===== src/hw/rtl/vrc_pkg.sv =====
`timescale 1ns / 1ps

package vrc_pkg;

  localparam int MAX_ROUTES = 1024;
  localparam int ORIGIN_BITS = 12;

  // route count stops here, the result field is 11 bits wide
  localparam logic [10:0] ROUTE_LIMIT = (MAX_ROUTES > 2047) ? 11'd2047 : 11'(MAX_ROUTES);

  localparam int IN_DATA_BITS = 160;
  localparam int IN_USER_BITS = 2;
  localparam int OUT_DATA_BITS = 200;

  typedef enum logic [1:0] {
    REG_VEHICLE_CAPACITY = 2'd0,
    REG_DEPOT_LATEST     = 2'd1,
    REG_CAPACITY_PENALTY = 2'd2,
    REG_LATENESS_PENALTY = 2'd3
  } cfg_reg_t;

  typedef struct packed {
    logic [23:0]            travel_in;
    logic [23:0]            travel_home;
    logic [ORIGIN_BITS-1:0] origin_id;
    logic [23:0]            window_open;
    logic [23:0]            window_close;
    logic [23:0]            service_time;
    logic [23:0]            demand;
    logic                   route_first;
    logic                   route_last;
    logic                   solution_last;
  } visit_t;

  // state of a route right after its last visit, before the return leg
  typedef struct packed {
    logic        sol;
    logic [23:0] home;
    logic [31:0] clock;
    logic [31:0] length;
    logic [31:0] load;
    logic [31:0] lateness;
  } route_ev_t;

  typedef struct packed {
    logic        sol;
    logic [31:0] length;
    logic [31:0] load_ex;
    logic [31:0] lateness;
    logic [31:0] late_depot;
  } close_ev_t;

  typedef struct packed {
    logic [39:0] distance;
    logic [10:0] routes;
    logic [39:0] cap_ex;
    logic [39:0] time_ex;
    logic        feasible;
  } total_t;

  typedef struct packed {
    logic [39:0] total_distance;
    logic [10:0] route_count;
    logic [39:0] capacity_excess;
    logic [39:0] time_excess;
    logic [62:0] penalized_cost;
    logic        feasible;
  } result_t;

  function automatic logic [31:0] add_sat32(input logic [31:0] a, input logic [31:0] b);
    logic [32:0] s;
    s = {1'b0, a} + {1'b0, b};
    return s[32] ? 32'hFFFF_FFFF : s[31:0];
  endfunction

  function automatic logic [39:0] add_sat40(input logic [39:0] a, input logic [39:0] b);
    logic [40:0] s;
    s = {1'b0, a} + {1'b0, b};
    return s[40] ? 40'hFF_FFFF_FFFF : s[39:0];
  endfunction

endpackage


===== src/hw/rtl/vrc_cost.sv =====
`timescale 1ns / 1ps

module vrc_cost (
  input  logic             clk,
  input  logic             rst,
  input  logic             tot_valid,
  input  vrc_pkg::total_t  tot,
  input  logic [15:0]      capacity_penalty,
  input  logic [15:0]      lateness_penalty,
  output logic             tot_ready,
  input  logic             out_ready,
  output logic             out_valid,
  output vrc_pkg::result_t out_q
);

  logic            mul_valid;
  vrc_pkg::total_t tot_q;
  logic [55:0]     prod_cap, prod_late;
  logic [62:0]     cost;
  logic            out_free;

  // three terms stay below 2**58, so the 63-bit sum cannot overflow
  always_comb begin
    out_free  = !out_valid || out_ready;
    tot_ready = !mul_valid || out_free;
    cost = {15'd0, tot_q.distance, 8'd0} + {7'd0, prod_cap} + {7'd0, prod_late};
  end

  always_ff @(posedge clk) begin
    if (rst) begin
      mul_valid <= 1'b0;
      out_valid <= 1'b0;
    end else begin
      if (tot_ready) begin
        mul_valid <= tot_valid;
      end
      if (out_free) begin
        out_valid <= mul_valid;
      end
    end
  end

  always_ff @(posedge clk) begin
    if (tot_ready && tot_valid) begin
      tot_q     <= tot;
      prod_cap  <= tot.cap_ex * capacity_penalty;
      prod_late <= tot.time_ex * lateness_penalty;
    end
    if (out_free && mul_valid) begin
      out_q.total_distance  <= tot_q.distance;
      out_q.route_count     <= tot_q.routes;
      out_q.capacity_excess <= tot_q.cap_ex;
      out_q.time_excess     <= tot_q.time_ex;
      out_q.penalized_cost  <= cost;
      out_q.feasible        <= tot_q.feasible;
    end
  end

  assert property (@(posedge clk) disable iff (rst)
    out_valid |-> (out_q.penalized_cost >= {15'd0, out_q.total_distance, 8'd0}))
    else $error("penalized cost below distance");

  assert property (@(posedge clk) disable iff (rst)
    out_valid |-> (out_q.feasible ==
                   (out_q.capacity_excess == 40'd0 && out_q.time_excess == 40'd0)))
    else $error("feasible flag disagrees with excesses");

endmodule

===== config.mk =====
export PLATFORM = sky130hd
export DESIGN_NAME = vrc_cost
export DESIGN_NICKNAME = d
export VERILOG_FILES = /design/src/hw/rtl/vrc_pkg.sv /design/src/hw/rtl/vrc_cost.sv
export SDC_FILE = /design/constraint.sdc
export NUM_CORES = 2
export LEC_CHECK = 0
export BUFFER_PORTS_ARGS = -buffer_cell sky130_fd_sc_hd__buf_4
export CAP_MARGIN = 40
export CELL_PAD_IN_SITES_DETAIL_PLACEMENT = 0
export CELL_PAD_IN_SITES_GLOBAL_PLACEMENT = 1
export CORE_MARGIN = 10
export CORE_UTILIZATION = 50
export DETAILED_ROUTE_END_ITERATION = 8
export HOLD_SLACK_MARGIN = 0.12
export PLACE_DENSITY = 0.87
export SYNTH_ARGS = -nofsm -noshare
export SYNTH_HDL_FRONTEND = slang
export SYNTH_SLANG_ARGS = --single-unit

===== constraint.sdc =====
create_clock -name clk -period 13.8 [get_ports clk]
set_clock_uncertainty 0.1 [all_clocks]
set_input_delay 1.38 -clock clk [delete_from_list [all_inputs] [get_ports clk]]
set_output_delay 1.38 -clock clk [all_outputs]
set_load 0.05 [all_outputs]

==> out/qor.yml <==
worst_setup_path:
  crit_type: "in2reg"
  critPathMaxStageDelay_ns: 0.58
  reg2reg_from: "prod_late[1]$_DFFE_PP_"
  crit_top_cell: "fa_1"
  slowest_stage: "fa_1"
  r2r_cells: 13
  reg2reg_to: "out_q[54]$_DFFE_PP_"
  required_ns: 14.14
  crit_path_cell_trace: "buf_4 > nand2_1 > fa_1 > inv_1 > fa_1 > fa_1 > fa_1 > fa_1 > inv_1 > fa_1 > inv_1 > ha_1 > nand2_1 > o21ai_0 > a31oi_1 > o21ai_0 > a21oi_1 > a211oi_1 > o21ai_0 > o31ai_1 > a31oi_1 > xnor2_1"
  path_max_fanout: 40
  startpoint_type: "primary input"
  reg2reg_setup_slack_ns: 9.48
  worstSetupEndpointType: "register"
  cp.arrival_ns: 8.16
hold_path:
  worstHoldStart: "tot_q[29]$_DFFE_PP_"
  min_path_type: "reg2reg"
  holdPathStages: 0
  hold_end: "out_q[92]$_DFFE_PP_"
drt:
  drt_iter0_markers: 2568
  routedWlPerCell_um: 21.20
  via_count: 40101
  drc: 0
  drt_first_pass_iters: 5
  totalWireLength_mm: 156.8
  ant_nets: 0
  vias_per_cell: 5.423
clock_network:
  hold_buffers: 0
  cts_htree_levels: 2
  clk_latency_ns: 0.66
  cts_tree: "yes"
  numCtsBuffers: 49
  cts_root_buf: "clkbuf_16"
  clock_sinks: 436
  ctsLongestPathBuffers: 3
  path_clk_slew_ns: 0.08
  cts_setup_buffers: 0
  cts_resized: 0
sta:
  period_minus_slack_ns: 7.829
  fmax_mhz: 127.7
  slew_viol_final: 0
  setup_tns_ns: 0
  relSlewSlack_pct: 37.91
  worst_pin_slew_ns: 0.9314
  period_share_pct: 56.73
  rsz0062_at_grt: "no"
  final-hold-violation-count: 0
  report.final.setup_viol: 0
synth:
  synth_ff_type: "edfxtp_1"
  syn_avg_cell_area_um2: 10.05
  yosys.area.top_type_share_pct: 38.47
  yosys_warnings: 0
  synth_area_leader_cell: "fa_1"
  syn_inst: 5699
  synth_area_leaders: "fa_1 38%, edfxtp_1 23%, inv_1 8.0%, ha_1 7.1%, nand2_1 6.5%"
  synth_edf_count: 434
  ys_ff_latch: 436
  netlist_area_um2: 57290
  async_reset_ff_share_pct: 0
  yosysSeqAreaShare_pct: 22.82
  ys_types: 70
grt:
  grt_max_degree: 130
  grt_pass1_wl_mm: 249.7
  grt_usage_pct: 24.99
  overflow: 0
  antenna_found_initial: 7
  grt_pass1_vias: 44163
final_layout:
  drive_gt1_share_pct: 8.041
  fillerInstances: 9992
  syn2layout_area_growth_pct: 9.222
  multiInputGateArea_um2: 38570
  nets: 7437
  regArea_um2: 13070
placement:
  hpwl_mm: 119.2
  gp_routability_congestion: 0.8775
  io_buffers: 359
die:
  num_rows: 124
  die_area_um2: 128500
  ios: 365
  start_util_pct: 50.24
  die_h_um: 358.5
  die_w_um: 358.5
  core_region_area_um2: 114000
job:
  maxCapViolCount: 0
run_status:
  status: "complete, no violations"
-- synthesized netlist by cell type, types with 3 or more instances --
master,instances
inv_1,1225
fa_1,1101
nand2_1,985
edfxtp_1,434
and2_1,414
ha_1,327
clkbuf_1,265
a21oi_1,176
a21o_1,103
xnor2_1,97
nor2_1,79
o21ai_0,75
xor2_1,62
nand4_1,47
o21bai_1,35
nand3_1,27
nor2b_1,21
a31oi_1,18
nor3_1,16
a211oi_1,15
and3_1,14
o31ai_1,12
nand2b_1,11
o21ai_1,11
buf_2,9
and4_1,8
o21a_1,8
a41oi_1,6
a211o_1,5
a21boi_1,5
buf_4,5
nor4_1,5
or4_1,5
a2111oi_0,4
a21boi_0,4
a21oi_2,4
a221o_1,4
a221oi_1,4
o31a_1,4
or2_2,4
a211oi_2,3
a311oi_1,3
nor3b_1,3
or3_1,3
-- cells by family (layout without fill, tap and decap cells) --
family          Yosys count  after routing  share of synthesized area (%)
fa+ha+maj              1428           1428                          45.61
simple gates           1650           1650                          13.35
mux                       1              1                        0.01747
other cells               1              6                       0.006545
flops                   436            436                          22.82
xor+xnor                159            159                          2.431
compound gates          520            520                          5.859
buf+inv                1504           1683                          9.906
-- cells in the final DEF, fill, tap and decap left out, drive strengths merged, types with 53 or more instances in the layout --
| cell type | synthesis | layout |
|---|---|---|
| a21o | 103 | 103 |
| a21oi | 180 | 180 |
| and2 | 414 | 414 |
| buf | 14 | 366 |
| clkbuf | 265 | 53 |
| edfxtp | 434 | 434 |
| fa | 1101 | 1101 |
| ha | 327 | 327 |
| inv | 1225 | 1232 |
| nand2 | 985 | 985 |
| nor2 | 79 | 79 |
| o21ai | 88 | 88 |
| xnor2 | 97 | 97 |
| xor2 | 62 | 62 |
-- worst max-delay path, delay by kind of cell --
family          cells  cell delay (ns)
buf+inv             4             0.64
simple gates        2             0.27
xor+xnor            1             0.30
compound gates      8             2.10
fa+ha+maj           7             3.42
-- cell type report --
| class | instances | area share [%] |
|---|---|---|
| Multi-Input combinational cell | 3763 | 61.64 |
| Sequential cell | 436 | 20.89 |
| Inverter | 1225 | 7.348 |
| Timing Repair Buffer | 366 | 4.443 |
| Tap cell | 1512 | 3.023 |
| Clock buffer | 53 | 1.983 |
| Clock inverter | 39 | 0.6718 |
| Antenna cell | 1 | 0.003999 |
-- metrics by stage --
stage | utilization, % | area, µm² | hold slack (ns) | instances | setup slack (ns)
2_1_floorplan | - | 57310 | 0.3003 | 5703 | 3.091
5_1_grt | 54.88 | 62580 | 0.3201 | 7395 | 5.598
3_3_place_gp | 53.39 | 60890 | 0.3004 | 7301 | 5.403
3_5_place_dp | 53.42 | 60910 | 0.3045 | 7302 | 5.419
4_1_cts | 54.87 | 62580 | 0.3113 | 7394 | 6.092
6_report | 54.88 | 62580 | 0.3103 | 7395 | 5.971
-- per-layer routing --
| layer | GRT usage, % | share of wire (%) | vias up |
|---|---|---|---|
| li1 | - | - | 17624 |
| met1 | 32.83 | 40 | 20518 |
| met2 | 41.36 | 48 | 1658 |
| met3 | 5.352 | 8.5 | 295 |
| met4 | 7.815 | 3.3 | 6 |
| met5 | 0 | 0.021 | - |
-- how the worst max path moves through the flow --
| stage | slack (ns) | endpoint | cells after the start | from |
|---|---|---|---|---|
| finish | 5.97 | prod_cap[53]$_DFFE_PP_ | 22 | capacity_penalty[7] |
| global route | 5.60 | prod_cap[53]$_DFFE_PP_ | 22 | capacity_penalty[7] |
| detailed placement | 5.42 | prod_late[48]$_DFFE_PP_ | 22 | lateness_penalty[1] |
| global placement | 5.40 | prod_cap[49]$_DFFE_PP_ | 22 | capacity_penalty[7] |
| CTS | 6.09 | prod_cap[49]$_DFFE_PP_ | 22 | capacity_penalty[7] |
| floorplan | 3.09 | out_q[0]$_DFFE_PP_ | 2 | out_ready |
-- sequential cells by signal, summed over array words and instances (netlist names) --
signal,cells
out_q,190
tot_q,132
prod_cap,56
prod_late,56
mul_valid,1
out_valid,1
Power is left out: the tool's default activity adds up to more than one toggle a clock period on the data nets, which glitch-free logic cannot reach.
