### config.mk
export PLATFORM = sky130hd
export DESIGN_NAME = vrc_visit
export DESIGN_NICKNAME = d
export VERILOG_FILES = /design/src/hw/rtl/vrc_pkg.sv /design/src/hw/rtl/vrc_visit.sv
export SDC_FILE = /design/constraint.sdc
export NUM_CORES = 1
export LEC_CHECK = 0
export BUFFER_PORTS_ARGS = -buffer_cell sky130_fd_sc_hd__buf_4
export CELL_PAD_IN_SITES_DETAIL_PLACEMENT = 1
export CELL_PAD_IN_SITES_GLOBAL_PLACEMENT = 1
export CORE_MARGIN = 10
export CORE_UTILIZATION = 42
export CTS_BUF_LIST = sky130_fd_sc_hd__clkbuf_4 sky130_fd_sc_hd__clkbuf_8 sky130_fd_sc_hd__clkbuf_16
export DETAILED_ROUTE_END_ITERATION = 7
export GPL_ROUTABILITY_DRIVEN = 0
export HOLD_SLACK_MARGIN = 0.05
export PLACE_DENSITY_LB_ADDON = 0.05
export RECOVER_POWER = 25
export SYNTH_ARGS = -nofsm -noshare
export SYNTH_HDL_FRONTEND = slang
export SYNTH_SLANG_ARGS = --single-unit
### constraint.sdc
create_clock -name clk -period 9.25 [get_ports clk]
set_input_delay 0.925 -clock clk [delete_from_list [all_inputs] [get_ports clk]]
set_output_delay 0.925 -clock clk [all_outputs]
set_load 0.05 [all_outputs]
### src/hw/rtl/vrc_pkg.sv
`timescale 1ns / 1ps

package vrc_pkg;

  localparam int MAX_ROUTES = 1024;
  localparam int ORIGIN_BITS = 12;

  // route count stops here, the result field is 11 bits wide
  localparam logic [10:0] ROUTE_LIMIT = (MAX_ROUTES > 2047) ? 11'd2047 : 11'(MAX_ROUTES);

  localparam int IN_DATA_BITS = 160;
  localparam int IN_USER_BITS = 2;
  localparam int OUT_DATA_BITS = 200;

  typedef enum logic [1:0] {
    REG_VEHICLE_CAPACITY = 2'd0,
    REG_DEPOT_LATEST     = 2'd1,
    REG_CAPACITY_PENALTY = 2'd2,
    REG_LATENESS_PENALTY = 2'd3
  } cfg_reg_t;

  typedef struct packed {
    logic [23:0]            travel_in;
    logic [23:0]            travel_home;
    logic [ORIGIN_BITS-1:0] origin_id;
    logic [23:0]            window_open;
    logic [23:0]            window_close;
    logic [23:0]            service_time;
    logic [23:0]            demand;
    logic                   route_first;
    logic                   route_last;
    logic                   solution_last;
  } visit_t;

  // state of a route right after its last visit, before the return leg
  typedef struct packed {
    logic        sol;
    logic [23:0] home;
    logic [31:0] clock;
    logic [31:0] length;
    logic [31:0] load;
    logic [31:0] lateness;
  } route_ev_t;

  typedef struct packed {
    logic        sol;
    logic [31:0] length;
    logic [31:0] load_ex;
    logic [31:0] lateness;
    logic [31:0] late_depot;
  } close_ev_t;

  typedef struct packed {
    logic [39:0] distance;
    logic [10:0] routes;
    logic [39:0] cap_ex;
    logic [39:0] time_ex;
    logic        feasible;
  } total_t;

  typedef struct packed {
    logic [39:0] total_distance;
    logic [10:0] route_count;
    logic [39:0] capacity_excess;
    logic [39:0] time_excess;
    logic [62:0] penalized_cost;
    logic        feasible;
  } result_t;

  function automatic logic [31:0] add_sat32(input logic [31:0] a, input logic [31:0] b);
    logic [32:0] s;
    s = {1'b0, a} + {1'b0, b};
    return s[32] ? 32'hFFFF_FFFF : s[31:0];
  endfunction

  function automatic logic [39:0] add_sat40(input logic [39:0] a, input logic [39:0] b);
    logic [40:0] s;
    s = {1'b0, a} + {1'b0, b};
    return s[40] ? 40'hFF_FFFF_FFFF : s[39:0];
  endfunction

endpackage

### src/hw/rtl/vrc_visit.sv
`timescale 1ns / 1ps

module vrc_visit (
  input  logic               clk,
  input  logic               rst,
  input  logic               advance,
  input  logic               take,
  input  vrc_pkg::visit_t    item,
  output logic               ev_valid,
  output vrc_pkg::route_ev_t ev
);

  logic                            in_valid;
  vrc_pkg::visit_t                 in_q;

  logic [31:0]                     clock_now;
  logic [31:0]                     route_length;
  logic [31:0]                     route_load;
  logic [31:0]                     route_lateness;
  logic [vrc_pkg::ORIGIN_BITS-1:0] previous_origin;
  logic                            route_open;

  logic [31:0] base_clock, base_length, base_load, base_lateness;
  logic [31:0] arrive, start, late_add;
  logic [31:0] clock_next, length_next, load_next, lateness_next;
  logic        split, early, close;

  always_comb begin
    base_clock    = in_q.route_first ? 32'd0 : clock_now;
    base_length   = in_q.route_first ? 32'd0 : route_length;
    base_load     = in_q.route_first ? 32'd0 : route_load;
    base_lateness = in_q.route_first ? 32'd0 : route_lateness;
    split = route_open && !in_q.route_first && (in_q.origin_id == previous_origin);

    arrive = vrc_pkg::add_sat32(base_clock, {8'd0, in_q.travel_in});
    early  = arrive < {8'd0, in_q.window_open};
    start  = early ? {8'd0, in_q.window_open} : arrive;
    // lateness only counts when the vehicle did not have to wait
    late_add = (!early && arrive > {8'd0, in_q.window_close}) ?
               arrive - {8'd0, in_q.window_close} : 32'd0;

    if (split) begin
      clock_next    = base_clock;
      length_next   = base_length;
      lateness_next = base_lateness;
    end else begin
      clock_next    = vrc_pkg::add_sat32(start, {8'd0, in_q.service_time});
      length_next   = vrc_pkg::add_sat32(base_length, {8'd0, in_q.travel_in});
      lateness_next = vrc_pkg::add_sat32(base_lateness, late_add);
    end
    load_next = vrc_pkg::add_sat32(base_load, {8'd0, in_q.demand});
    close = in_q.route_last || in_q.solution_last;
  end

  always_ff @(posedge clk) begin
    if (rst) begin
      in_valid        <= 1'b0;
      ev_valid        <= 1'b0;
      route_open      <= 1'b0;
      clock_now       <= '0;
      route_length    <= '0;
      route_load      <= '0;
      route_lateness  <= '0;
      previous_origin <= '0;
    end else if (advance) begin
      in_valid <= take;
      ev_valid <= in_valid && close;
      if (in_valid) begin
        if (close) begin
          route_open      <= 1'b0;
          clock_now       <= '0;
          route_length    <= '0;
          route_load      <= '0;
          route_lateness  <= '0;
          previous_origin <= '0;
        end else begin
          route_open      <= 1'b1;
          clock_now       <= clock_next;
          route_length    <= length_next;
          route_load      <= load_next;
          route_lateness  <= lateness_next;
          previous_origin <= in_q.origin_id;
        end
      end
    end
  end

  always_ff @(posedge clk) begin
    if (advance) begin
      if (take) begin
        in_q <= item;
      end
      ev.sol      <= in_q.solution_last;
      ev.home     <= in_q.travel_home;
      ev.clock    <= clock_next;
      ev.length   <= length_next;
      ev.load     <= load_next;
      ev.lateness <= lateness_next;
    end
  end

  assert property (@(posedge clk) disable iff (rst)
    !route_open |-> (clock_now == 32'd0 && route_load == 32'd0 && route_lateness == 32'd0))
    else $error("closed route left state behind");

  assert property (@(posedge clk) disable iff (rst)
    (advance && in_valid && close) |=> !route_open)
    else $error("route still open after its last visit");

endmodule

==> impl_metrics.toml <==
[global_route]
grt_pass1_vias = 22500
overflow = 0
antenna_found_initial = 1
track_usage_pct = 23.1
grt_pass1_wl_mm = 133
grt_max_degree = 105

[sta]
rsz0062_at_grt = "false"
tightest_slew_ps = 3870
timing.slew.headroom_pct = -158
final_max_slew_viol_count = 54
max_freq_ghz = 0.116
setup_tns_ps = 0
setup-violations-final = 0
hold_viol_final = 0
layout_setup_ws_ps = 610
clock_skew_ps = 21.8
finalCritPeriodShare_pct = 93.4
period_minus_slack_ps = 8640

[setup_path]
critical_path_class = "flop to flop"
cp_max_fo = 24
critical_path.startpoint_type = "flop"
crit_slowest_cell = "edfxtp_1"
r2r_start = "in_q[2]"
worstPathArrival_ps = 9070
rr_endpoint = "ev[108]"
reg2reg_setup_slack_ps = 610
worstRegToRegCells = 41
end_kind = "flop"
slowest_delay_ps = 490
crit_required_ps = 9680
cp-startpoint = "in_q[2]"

[floorplanning]
rows = 91
initial_core_util_pct = 42.3
dieWidth_microns = 269
io_pins = 317
dieHeight_microns = 269
dieArea_sq_mm = 0.0725
core_area_sq_mm = 0.0616

[power]
p_per_area_mw_per_mm2 = 183
p_leak_nw = 13.4
peakVddDrop_v = 0.000174

[clock_network]
path_clk_slew_ps = 60
clk_latency_ps = 620
clock_path_buffers = 3
cts_tree = "built"
htree_levels = 2
cts-root-buf = "clkbuf_16"
cts_sinks = 455
cts_buffers = 53

[synth]
synth-edff-count = 312
yosysSeqAreaShare_pct = 46.9
syn_area_sq_mm = 0.0261
synth_cell_type_count = 98
synth_cells = 2538
synthArstFlopShare_pct = 0
syn_area_per_cell_sq_um = 10.3
yosysWarnings = 0
ys_ff_latch = 455
syn_nets = 2882
ys.flop_type = "edfxtp_1"

[finish]
nets = 3263
antenna_cells = 0
area_growth_pct = 21.7
fill_cells = 6829
drive_above_1_share_pct = 19.8

[route]
ant_nets = 0
vias = 21300
vias_per_cell = 5.60
wl_mm = 86.4
drcViolationCount = 0
drtIter0Drc = 1267
drt_pass1_iterations = 5
wl_per_cell_microns = 22.7

[status]
run_status = "complete, but fails checks"
violations = "capacitance limit, slew limit"

[flow_run]
cap_viol_max_count = 1

[placed_design]
dpl.hpwl_mm = 65.3
io_buffer_count = 316
post-place-ws_ps = 520

[worst_hold_path]
min_to = "ev[138]"
hold_depth = 0
worstHoldStart = "in_q[121]"
hp-class = "flop to flop"
what timing repair did:
action / CTS / global route
buffers inserted: 0 / 2
hold buffers: 0 / 0
endpoints found under the setup margin: 0 / 66
gates resized for setup: 0 / 5
how the worst max path moves through the flow:
stage / endpoint / slack (ps)
global placement: clock_now[6] / 870
CTS: clock_now[22] / 440
finish: ev[108] / 610
global route: clock_now[9] / 0.5
detailed placement: clock_now[22] / 520
floorplan: route_lateness[20] / 280
worst max-delay path, delay by kind of cell (launching register included):
| kind | cells | cell delay (ps) |
|---|---|---|
| AND/OR/NAND/NOR | 9 | 1500 |
| XOR/XNOR | 1 | 240 |
| AO/OA/AOI/OAI | 20 | 3620 |
| adder cells (fa/ha/maj) | 3 | 990 |
| multiplexers | 1 | 350 |
| buffers and inverters | 7 | 1210 |
| flip-flops | 1 | 490 |
flip-flops by register name, indices dropped and copies added (netlist names):
signal and cells:
in_q 159, clock_now 32, route_lateness 32, ev_valid 1, route_load 32, in_valid 1
route_open 1, ev 153, previous_origin 12, route_length 32
cell families (layout without fill, tap and decap cells):
logic type | after synthesis | after routing | share of synthesized area (%)
adders and majority gates | 181 | 181 | 8.86
DFF | 455 | 455 | 46.9
buffers and inverters | 194 | 618 | 3.14
AOI/OAI and AO/OA | 751 | 751 | 20.4
and+or+nand+nor | 791 | 791 | 15.0
muxes | 15 | 15 | 0.633
xor gates and xnor gates | 151 | 151 | 5.07
through the flow:
stage          hold WS (ps)  instance area, sq um  power, W  cells  util (%)
2_1_floorplan           400                 26100   0.00324   2538         -
3_3_place_gp            400                 30000   0.00371   3699      48.7
3_5_place_dp            405                 30000   0.00374   3699      48.7
4_1_cts                 419                 31700   0.00587   3797      51.5
5_1_grt                 423                 31800   0.00606   3799      51.6
6_report                418                 31800   0.00581   3799      51.6
layout by cell type, fill, tap and decap left out, types with 16 or more instances in the layout:
cell type  instances
nor3_1            43
and3_1            18
o31ai_1           17
a21oi_1          150
o211ai_1          18
a211oi_1          21
inv_1             96
dfxtp_1          143
ha_1             175
o21a_1            40
edfxtp_1         312
xor2_1            70
a22oi_1           35
a21o_1            74
a31oi_1           20
a22o_1            72
nor2_1           236
o21bai_1          17
nand2_1          175
nand4_1           25
nand3_1           39
buf_4            257
xnor2_1           81
clkbuf_4         174
nand2b_1          41
o21ai_0          111
a21oi_2           26
or3_1             16
nor2b_1          132
clkbuf_16         53
o22a_1            45
synthesized netlist by cell type, types with 24 or more instances:
library cell | number | area [sq um]
a21o_1 | 74 | 556
a21oi_1 | 152 | 761
a21oi_2 | 24 | 210
a22o_1 | 72 | 631
a22oi_1 | 35 | 263
clkbuf_1 | 75 | 282
dfxtp_1 | 143 | 2860
edfxtp_1 | 312 | 9370
ha_1 | 175 | 2190
inv_1 | 96 | 360
nand2_1 | 175 | 657
nand2b_1 | 41 | 257
nand3_1 | 39 | 195
nand4_1 | 25 | 156
nor2_1 | 238 | 893
nor2b_1 | 132 | 826
nor3_1 | 45 | 225
o21a_1 | 40 | 300
o21ai_0 | 111 | 556
o22a_1 | 45 | 394
xnor2_1 | 81 | 709
xor2_1 | 70 | 613
layer usage:
layer | share of wire (%) | vias up | track usage [%] | wire (microns)
met2 | 50 | 465 | 40.2 | 42800
met3 | 4.3 | 125 | 3.21 | 3680
li1 | - | 10100 | - | -
met1 | 43 | 10500 | 29.0 | 37300
met4 | 2.9 | 2 | 7.36 | 2540
met5 | 0.0081 | - | 0 | 7
final cells by class:
| type | count | area, sq um | share of cell area, % |
|---|---|---|---|
| Clock buffer | 76 | 1520 | 4.80 |
| Clock inverter | 22 | 234 | 0.737 |
| Inverter | 96 | 360 | 1.13 |
| Multi-Input combinational cell | 1889 | 13100 | 41.3 |
| Sequential cell | 455 | 12200 | 38.5 |
| Tap cell | 837 | 1050 | 3.30 |
| Timing Repair Buffer | 424 | 3250 | 10.2 |
power by group:
part           leakage [nW]  switching, W  total, W  internal, W
Sequential             4.17     0.0000677   0.00240      0.00233
Clock                 0.870      0.000870   0.00211      0.00123
Combinational          8.38      0.000837   0.00131     0.000470
Power figures use the tool's default switching activity.
