### config.mk
export PLATFORM = sky130hd
export DESIGN_NAME = vrc_close
export DESIGN_NICKNAME = d
export VERILOG_FILES = /design/src/hw/rtl/vrc_pkg.sv /design/src/hw/rtl/vrc_close.sv
export SDC_FILE = /design/constraint.sdc
export NUM_CORES = 1
export LEC_CHECK = 0
export ABC_AREA = 0
export BUFFER_PORTS_ARGS = -buffer_cell sky130_fd_sc_hd__buf_2
export CAP_MARGIN = 20
export CORE_MARGIN = 8
export CORE_UTILIZATION = 43
export CTS_CLUSTER_DIAMETER = 100
export DETAILED_ROUTE_END_ITERATION = 12
export PLACE_DENSITY_LB_ADDON = 0.15
export SYNTH_ARGS = -nofsm -noshare
export SYNTH_HDL_FRONTEND = slang
export SYNTH_SLANG_ARGS = --single-unit
### constraint.sdc
create_clock -name clk -period 21.7 [get_ports clk]
set_clock_uncertainty 0.2 [all_clocks]
set_input_delay 1.085 -clock clk [delete_from_list [all_inputs] [get_ports clk]]
set_output_delay 1.085 -clock clk [all_outputs]
set_load 0.01 [all_outputs]
### src/hw/rtl/vrc_pkg.sv
`timescale 1ns / 1ps

package vrc_pkg;

  localparam int MAX_ROUTES = 1024;
  localparam int ORIGIN_BITS = 12;

  // route count stops here, the result field is 11 bits wide
  localparam logic [10:0] ROUTE_LIMIT = (MAX_ROUTES > 2047) ? 11'd2047 : 11'(MAX_ROUTES);

  localparam int IN_DATA_BITS = 160;
  localparam int IN_USER_BITS = 2;
  localparam int OUT_DATA_BITS = 200;

  typedef enum logic [1:0] {
    REG_VEHICLE_CAPACITY = 2'd0,
    REG_DEPOT_LATEST     = 2'd1,
    REG_CAPACITY_PENALTY = 2'd2,
    REG_LATENESS_PENALTY = 2'd3
  } cfg_reg_t;

  typedef struct packed {
    logic [23:0]            travel_in;
    logic [23:0]            travel_home;
    logic [ORIGIN_BITS-1:0] origin_id;
    logic [23:0]            window_open;
    logic [23:0]            window_close;
    logic [23:0]            service_time;
    logic [23:0]            demand;
    logic                   route_first;
    logic                   route_last;
    logic                   solution_last;
  } visit_t;

  // state of a route right after its last visit, before the return leg
  typedef struct packed {
    logic        sol;
    logic [23:0] home;
    logic [31:0] clock;
    logic [31:0] length;
    logic [31:0] load;
    logic [31:0] lateness;
  } route_ev_t;

  typedef struct packed {
    logic        sol;
    logic [31:0] length;
    logic [31:0] load_ex;
    logic [31:0] lateness;
    logic [31:0] late_depot;
  } close_ev_t;

  typedef struct packed {
    logic [39:0] distance;
    logic [10:0] routes;
    logic [39:0] cap_ex;
    logic [39:0] time_ex;
    logic        feasible;
  } total_t;

  typedef struct packed {
    logic [39:0] total_distance;
    logic [10:0] route_count;
    logic [39:0] capacity_excess;
    logic [39:0] time_excess;
    logic [62:0] penalized_cost;
    logic        feasible;
  } result_t;

  function automatic logic [31:0] add_sat32(input logic [31:0] a, input logic [31:0] b);
    logic [32:0] s;
    s = {1'b0, a} + {1'b0, b};
    return s[32] ? 32'hFFFF_FFFF : s[31:0];
  endfunction

  function automatic logic [39:0] add_sat40(input logic [39:0] a, input logic [39:0] b);
    logic [40:0] s;
    s = {1'b0, a} + {1'b0, b};
    return s[40] ? 40'hFF_FFFF_FFFF : s[39:0];
  endfunction

endpackage

### src/hw/rtl/vrc_close.sv
`timescale 1ns / 1ps

module vrc_close (
  input  logic               clk,
  input  logic               rst,
  input  logic               ev_valid,
  input  vrc_pkg::route_ev_t ev,
  input  logic [31:0]        vehicle_capacity,
  input  logic [23:0]        depot_latest,
  input  logic               tot_ready,
  output logic               front_ready,
  output logic               tot_valid,
  output vrc_pkg::total_t    tot
);

  logic               ev2_valid;
  vrc_pkg::close_ev_t ev2;

  logic [39:0] sum_distance, sum_capacity_excess, sum_lateness;
  logic [10:0] sum_routes;

  logic [31:0] clock_home, late_depot, length_home, load_ex, route_late;
  logic [39:0] dist_next, cap_next, late_next;
  logic [10:0] routes_next;

  // return leg and excesses of the closing route
  always_comb begin
    clock_home  = vrc_pkg::add_sat32(ev.clock, {8'd0, ev.home});
    length_home = vrc_pkg::add_sat32(ev.length, {8'd0, ev.home});
    late_depot  = (clock_home > {8'd0, depot_latest}) ?
                  clock_home - {8'd0, depot_latest} : 32'd0;
    load_ex     = (ev.load > vehicle_capacity) ? ev.load - vehicle_capacity : 32'd0;
  end

  // solution sums including the route in ev2
  always_comb begin
    route_late  = vrc_pkg::add_sat32(ev2.lateness, ev2.late_depot);
    dist_next   = vrc_pkg::add_sat40(sum_distance, {8'd0, ev2.length});
    cap_next    = vrc_pkg::add_sat40(sum_capacity_excess, {8'd0, ev2.load_ex});
    late_next   = vrc_pkg::add_sat40(sum_lateness, {8'd0, route_late});
    routes_next = (sum_routes < vrc_pkg::ROUTE_LIMIT) ? sum_routes + 11'd1 : sum_routes;

    tot.distance = dist_next;
    tot.routes   = routes_next;
    tot.cap_ex   = cap_next;
    tot.time_ex  = late_next;
    tot.feasible = (cap_next == 40'd0) && (late_next == 40'd0);

    tot_valid   = ev2_valid && ev2.sol;
    front_ready = !tot_valid || tot_ready;
  end

  always_ff @(posedge clk) begin
    if (rst) begin
      ev2_valid           <= 1'b0;
      sum_distance        <= '0;
      sum_routes          <= '0;
      sum_capacity_excess <= '0;
      sum_lateness        <= '0;
    end else if (front_ready) begin
      ev2_valid <= ev_valid;
      if (ev2_valid) begin
        if (ev2.sol) begin
          sum_distance        <= '0;
          sum_routes          <= '0;
          sum_capacity_excess <= '0;
          sum_lateness        <= '0;
        end else begin
          sum_distance        <= dist_next;
          sum_routes          <= routes_next;
          sum_capacity_excess <= cap_next;
          sum_lateness        <= late_next;
        end
      end
    end
  end

  always_ff @(posedge clk) begin
    if (front_ready && ev_valid) begin
      ev2.sol        <= ev.sol;
      ev2.length     <= length_home;
      ev2.load_ex    <= load_ex;
      ev2.lateness   <= ev.lateness;
      ev2.late_depot <= late_depot;
    end
  end

  assert property (@(posedge clk) disable iff (rst)
    sum_routes <= vrc_pkg::ROUTE_LIMIT)
    else $error("route count past its limit");

endmodule

==> flow_summary.ini, run 1 <==
[power]
power.share.sequential_pct = 26.7
p_leak_uw = 0.0122
power_frac_comb_pct = 51.2
p_sw_uw = 950
powerDensity_nw_per_um2 = 86.4
internal-power_uw = 1300
p_clk_share_pct = 22.1
peakVddDrop_mv = 0.0648
power_uw = 2250
netSwitchingFraction_pct = 42.2

[global_route]
grt_pass1_wl_um = 114000
busiest_layer = met2
grt.total_usage_pct = 23.1
gr-total-overflow = 0
met1_usage_pct = 29.2
grt_max_degree = 85
grt_pass1_vias = 21100
use_met3_pct = 3.81
grt_use_met2_pct = 39.8
antenna_found_initial = 6

[clock_tree]
h-tree-depth = 1
clk_path_buf_depth = 3
clk_pin_slew_ps = 60
cts_root_buf = clkbuf_16
postCtsHoldBufs = 0
cts_tree = built
cts.repair.resized = 0
cts_made_buffers = 30
clock_latency_ps = 570
cts_num_sinks = 261
cts_setup_buffers = 0

[floorplanning]
ios = 347
start_util_pct = 43.4
row_count = 84
die_x_um = 246
die_area_um2 = 60400
core_um2 = 52300
chipHeight_um = 246

[routing]
drc = 0
vias = 21500
vias_per_cell = 5.69
drtAntennaViolNets = 0
totalWireLength_um = 73700
first_pass_iters = 6
drt_iter0_drc = 1388
post_drt_wl_per_cell_um = 19.5

[timing]
rsz0062_at_grt = false
worst_slew_pin_slew_ps = 1010
holdWs_ps = 280
slew_headroom_pct = 32.4
finalSetupViolCount = 0
period_share_pct = 44.4
fin_crit_ps = 9630
tns_ps = 0
fmax_ghz = 0.104
slew_viol_final = 0
final_hold_viol_count = 0

[run_status]
outcome = finished, final reports clean

[yosys]
synth-seq-cells = 261
synth-async-reset-ratio_pct = 0
syn_nets = 3223
synth_area_um2 = 22700
synth_edf_count = 129
yosys_warnings = 0
synth.distinct_cells = 84
syn_area_per_cell_um2 = 8.20
synthCells = 2769
yosysSeqAreaShare_pct = 28.7
synth_ff_type = dfxtp_1

[layout]
drive_above_1_share_pct = 15.1
nNetsFinal = 3522
fin_cells = 3782
multi_input_area_um2 = 15300
flow.area_growth_from_synthesis_pct = 14.7
fillCellCount = 5194
regArea_um2 = 6520

[placed_design]
place.gp.congestion = 0.949
hpwl_um = 58700
dp.cells = 3723
port_buffers = 346

[setup_path]
cp.arrival_ps = 8350
slowest_delay_ps = 630
end_kind = output pin
cp_max_fo = 31
critical_path_class = flop to output pin
path_delay_family = compound AO/OA/AOI/OAI gates
cp.required_ps = 20420
cp_slowest_cell = o311ai_1
crit_top_cell = o21ai_0
cp-start-kind = flop
crit_buf_inv = 3

[min_path]
hold_class = flop to flop

[flow_run]
max_cap_viol_count = 0
[placed cells by master, fill, tap and decap left out, types with 114 or more instances in the layout]
cell	n
a21o_1	119
a21oi_1	227
buf_2	345
dfxtp_1	132
edfxtp_1	129
ha_1	233
inv_1	136
nand2_1	304
nor2_1	275
o21ai_0	154
xnor2_1	114
[path summary, 6_finish.rpt]
kind | start | to | slack [ps] | cells past startpoint
min reg2reg | sum_distance[15] | sum_distance[15] | 280 | 1
max | ev2[0] | tot[0] | 12070 | 29
max reg2reg | ev2[0] | sum_lateness[30] | 14260 | 24
min | sum_distance[15] | sum_distance[15] | 280 | 1
[flip-flops by register name, indices dropped and copies added (netlist names)]
name                 cells
sum_distance            40
sum_capacity_excess     40
sum_lateness            40
sum_routes              11
ev2                    129
ev2_valid                1
[synth_stat cells, types with 10 or more instances]
master	instances	area share [%]
a211oi_1	26	0.86
a21boi_0	10	0.33
a21o_1	119	3.9
a21oi_1	227	5.0
a22o_1	30	1.2
a22oi_1	86	2.8
a31oi_1	32	0.88
and2_1	22	0.61
and3_1	42	1.2
clkbuf_1	84	1.4
dfxtp_1	132	12
edfxtp_1	129	17
ha_1	233	13
inv_1	136	2.2
mux2_2	10	0.50
nand2_1	305	5.0
nand2b_1	49	1.4
nand3_1	63	1.4
nand4_1	27	0.74
nor2_1	277	4.6
nor2b_1	30	0.83
nor3_1	40	0.88
nor4_1	11	0.30
o21a_1	33	1.1
o21ai_0	154	3.4
o21bai_1	16	0.53
o31ai_1	17	0.56
or2_2	26	0.72
or3_1	11	0.30
xnor2_1	114	4.4
xor2_1	91	3.5
[through the flow]
step	utilization (%)	setup WS (ps)	instance area (µm²)
2_1_floorplan	-	13890	22700
5_1_grt	49.7	11420	26000
3_3_place_gp	47.9	12780	25000
3_5_place_dp	47.9	12610	25000
4_1_cts	49.7	11990	26000
6_report	49.7	12070	26000
[logic make-up after synthesis]
family                   synth area share [%]
multiplexers                            0.893
AND/OR/NAND/NOR                          19.4
AO/OA/AOI/OAI                            25.7
XOR/XNOR                                 7.91
buffers and inverters                    3.79
adder cells (fa/ha/maj)                  13.5
flip-flops                               28.7
[power by group through the flow]
stage / registers (µW) / clock network, µW / logic [µW]
2_1_floorplan: 602 / 0 / 780
3_3_place_gp: 609 / 0 / 1150
3_5_place_dp: 609 / 0 / 1150
4_1_cts: 600 / 513 / 1150
5_1_grt: 604 / 530 / 1270
6_report: 600 / 498 / 1150
[metal layers]
| layer | vias to the layer above | routed length, µm |
|---|---|---|
| met5 | - | 58 |
| met4 | 8 | 2180 |
| met3 | 121 | 4270 |
| met2 | 583 | 34900 |
| met1 | 10100 | 32300 |
| li1 | 10700 | - |
[area by class of cell]
type	count	share of cell area, %
multi-input cells	2282	59.0
flip-flops and latches	261	25.0
repair buffers	357	6.98
clock buffers	44	3.48
well taps	688	3.31
inverters	136	1.96
clock inverters	12	0.260
diodes	2	0.0192
(Power assumes the default switching activity.)
==> run 2: changes to the inputs <==
- clock period: 21.7 -> 9.45 ns (I/O delays scaled with it)
==> flow_summary.ini, run 2 (synthesis results as in run 1) <==
[run_status]
outcome = finished, final reports clean

[timing]
worst_slew_pin_slew_ps = 965
slew_headroom_pct = 35.5
period_share_pct = 93.3
finalSetupViolCount = 0
fmax_ghz = 0.113
final_hold_viol_count = 0
fin_crit_ps = 8820
tns_ps = 0
slew_viol_final = 0
rsz0062_at_grt = false

[min_path]
hold_class = input port to flop

[layout]
final_common_cell = buf_2
flow.area_growth_from_synthesis_pct = 16.6
layout_common_cells = buf_2, nand2_1, nor2_1, ha_1, a21oi_1
drive_above_1_share_pct = 14.9
largest_register = ev2
fin_cells = 3817
nNetsFinal = 3557
largest_register_ffs = 129
fillCellCount = 5116

[setup_path]
path_delay_family = compound AO/OA/AOI/OAI gates
reg2reg_slack_ps = 2230
cp.arrival_ps = 8140
crit_top_cell = o21ai_0
cp.required_ps = 8780
critical_path_class = flop to output pin
crit_buf_inv = 3
end_kind = output pin
cp_slowest_cell = o311ai_1
slowest_delay_ps = 650
cp_max_fo = 31
cp-start-kind = flop

[flow_run]
max_cap_viol_count = 0

[global_route]
antenna_found_initial = 4
grt.total_usage_pct = 23.3
grt_max_degree = 81
gr-total-overflow = 0
grt_pass1_vias = 21500
grt_pass1_wl_um = 115000

[routing]
post_drt_wl_per_cell_um = 19.5
drc = 0
vias_per_cell = 5.72
vias = 21800
first_pass_iters = 5
drtAntennaViolNets = 0
drt_iter0_drc = 1379
totalWireLength_um = 74400

[floorplanning]
chipHeight_um = 246
core_um2 = 52300
row_count = 84
die_x_um = 246
die_area_um2 = 60400
ios = 347
start_util_pct = 43.4

[placed_design]
port_buffers = 346
hpwl_um = 58600
place.gp.congestion = 0.946
dp.cells = 3724

[power]
p_leak_uw = 0.0123
powerDensity_nw_per_um2 = 199
power_uw = 5260
peakVddDrop_mv = 0.143

[clock_tree]
cts_root_buf = clkbuf_16
clk_path_buf_depth = 3
cts_made_buffers = 30
cts_tree = built
cts_num_sinks = 261
clk_pin_slew_ps = 60
clock_latency_ps = 580
h-tree-depth = 1
-- run 2: cell count changes in the layout (fill, tap and decap cells not counted), moves of 2 or more --
| cell | previous run | this run |
|---|---|---|
| clkinv_2 | 6 | 4 |
| clkinv_1 | 2 | 7 |
| clkbuf_8 | 6 | 0 |
| dlygate4sd3_1 | 0 | 34 |
| bufinv_16 | 0 | 5 |
-- run 2: repair_timing --
| item | CTS | global route |
|---|---|---|
| endpoints found under the setup margin | 0 | 1 |
| buffers inserted | 0 | 0 |
| resized for setup | 0 | 3 |
| hold buffers | 34 | 0 |
| endpoints found under the hold margin | 34 | 0 |
-- run 2: final timing paths --
path | to | depth (start not counted) | start
hold reg to reg | sum_distance[8] | 1 | sum_distance[8]
setup reg to reg | sum_lateness[28] | 27 | ev2[0]
hold / removal | ev2[123] | 2 | ev[91]
setup / recovery | tot[0] | 29 | ev2[0]
-- run 2: routing by layer --
layer / up-vias / wire, µm / track usage [%]
met5: - / 27 / 0
met3: 108 / 3800 / 3.00
met4: 4 / 2240 / 7.42
li1: 10800 / - / -
met1: 10300 / 33200 / 29.8
met2: 605 / 35100 / 40.3
-- run 2: final cells by class --
cell class / instances / area [µm²] / area share, %
clock inverter: 21 / 235 / 0.889
antenna: 2 / 5.00 / 0.0189
multi-input combinational: 2282 / 15400 / 58.0
clock buffer: 35 / 791 / 2.99
tap: 688 / 861 / 3.25
sequential: 261 / 6520 / 24.6
inverter: 136 / 510 / 1.93
timing repair buffer: 392 / 2180 / 8.25
-- run 2: worst register-to-register path, cell delays in order, from the launching register on --
cell	delay, ps
edfxtp_1	370
ha_1	230
fa_1	400
a21o_1	190
a21oi_1	260
o21ai_0	130
a31oi_1	370
a211oi_1	180
o21ai_0	340
o21ai_0	200
o41ai_1	420
o21a_1	210
or2_4	290
nand2b_1	110
ha_1	210
inv_1	80
fa_1	200
nand2b_1	140
a211oi_1	120
o311ai_1	650
a2111o_1	340
a211o_1	220
a21o_1	250
buf_4	380
nand2_1	90
mux2_2	300
a22oi_1	160
nor2_1	60
-- run 2: power by group --
group	leakage [µW]	switching [µW]	internal [µW]
Clock	0.000489	491	733
Sequential	0.00234	51.5	1330
Combinational	0.00950	1650	1010
Total	0.0123	2200	3070
-- run 2: through the flow --
stage / hold WS, ps / area [µm²] / setup WS, ps / util (%)
global route: 40.3 / 26500 / 14.1 / 50.6
floorplan: 246 / 22700 / 2250 / -
finish: 53.8 / 26500 / 634 / 50.6
detailed placement: 260 / 25100 / 1080 / 47.9
CTS: 28.1 / 26400 / 436 / 50.5
global placement: 260 / 25000 / 1270 / 47.9
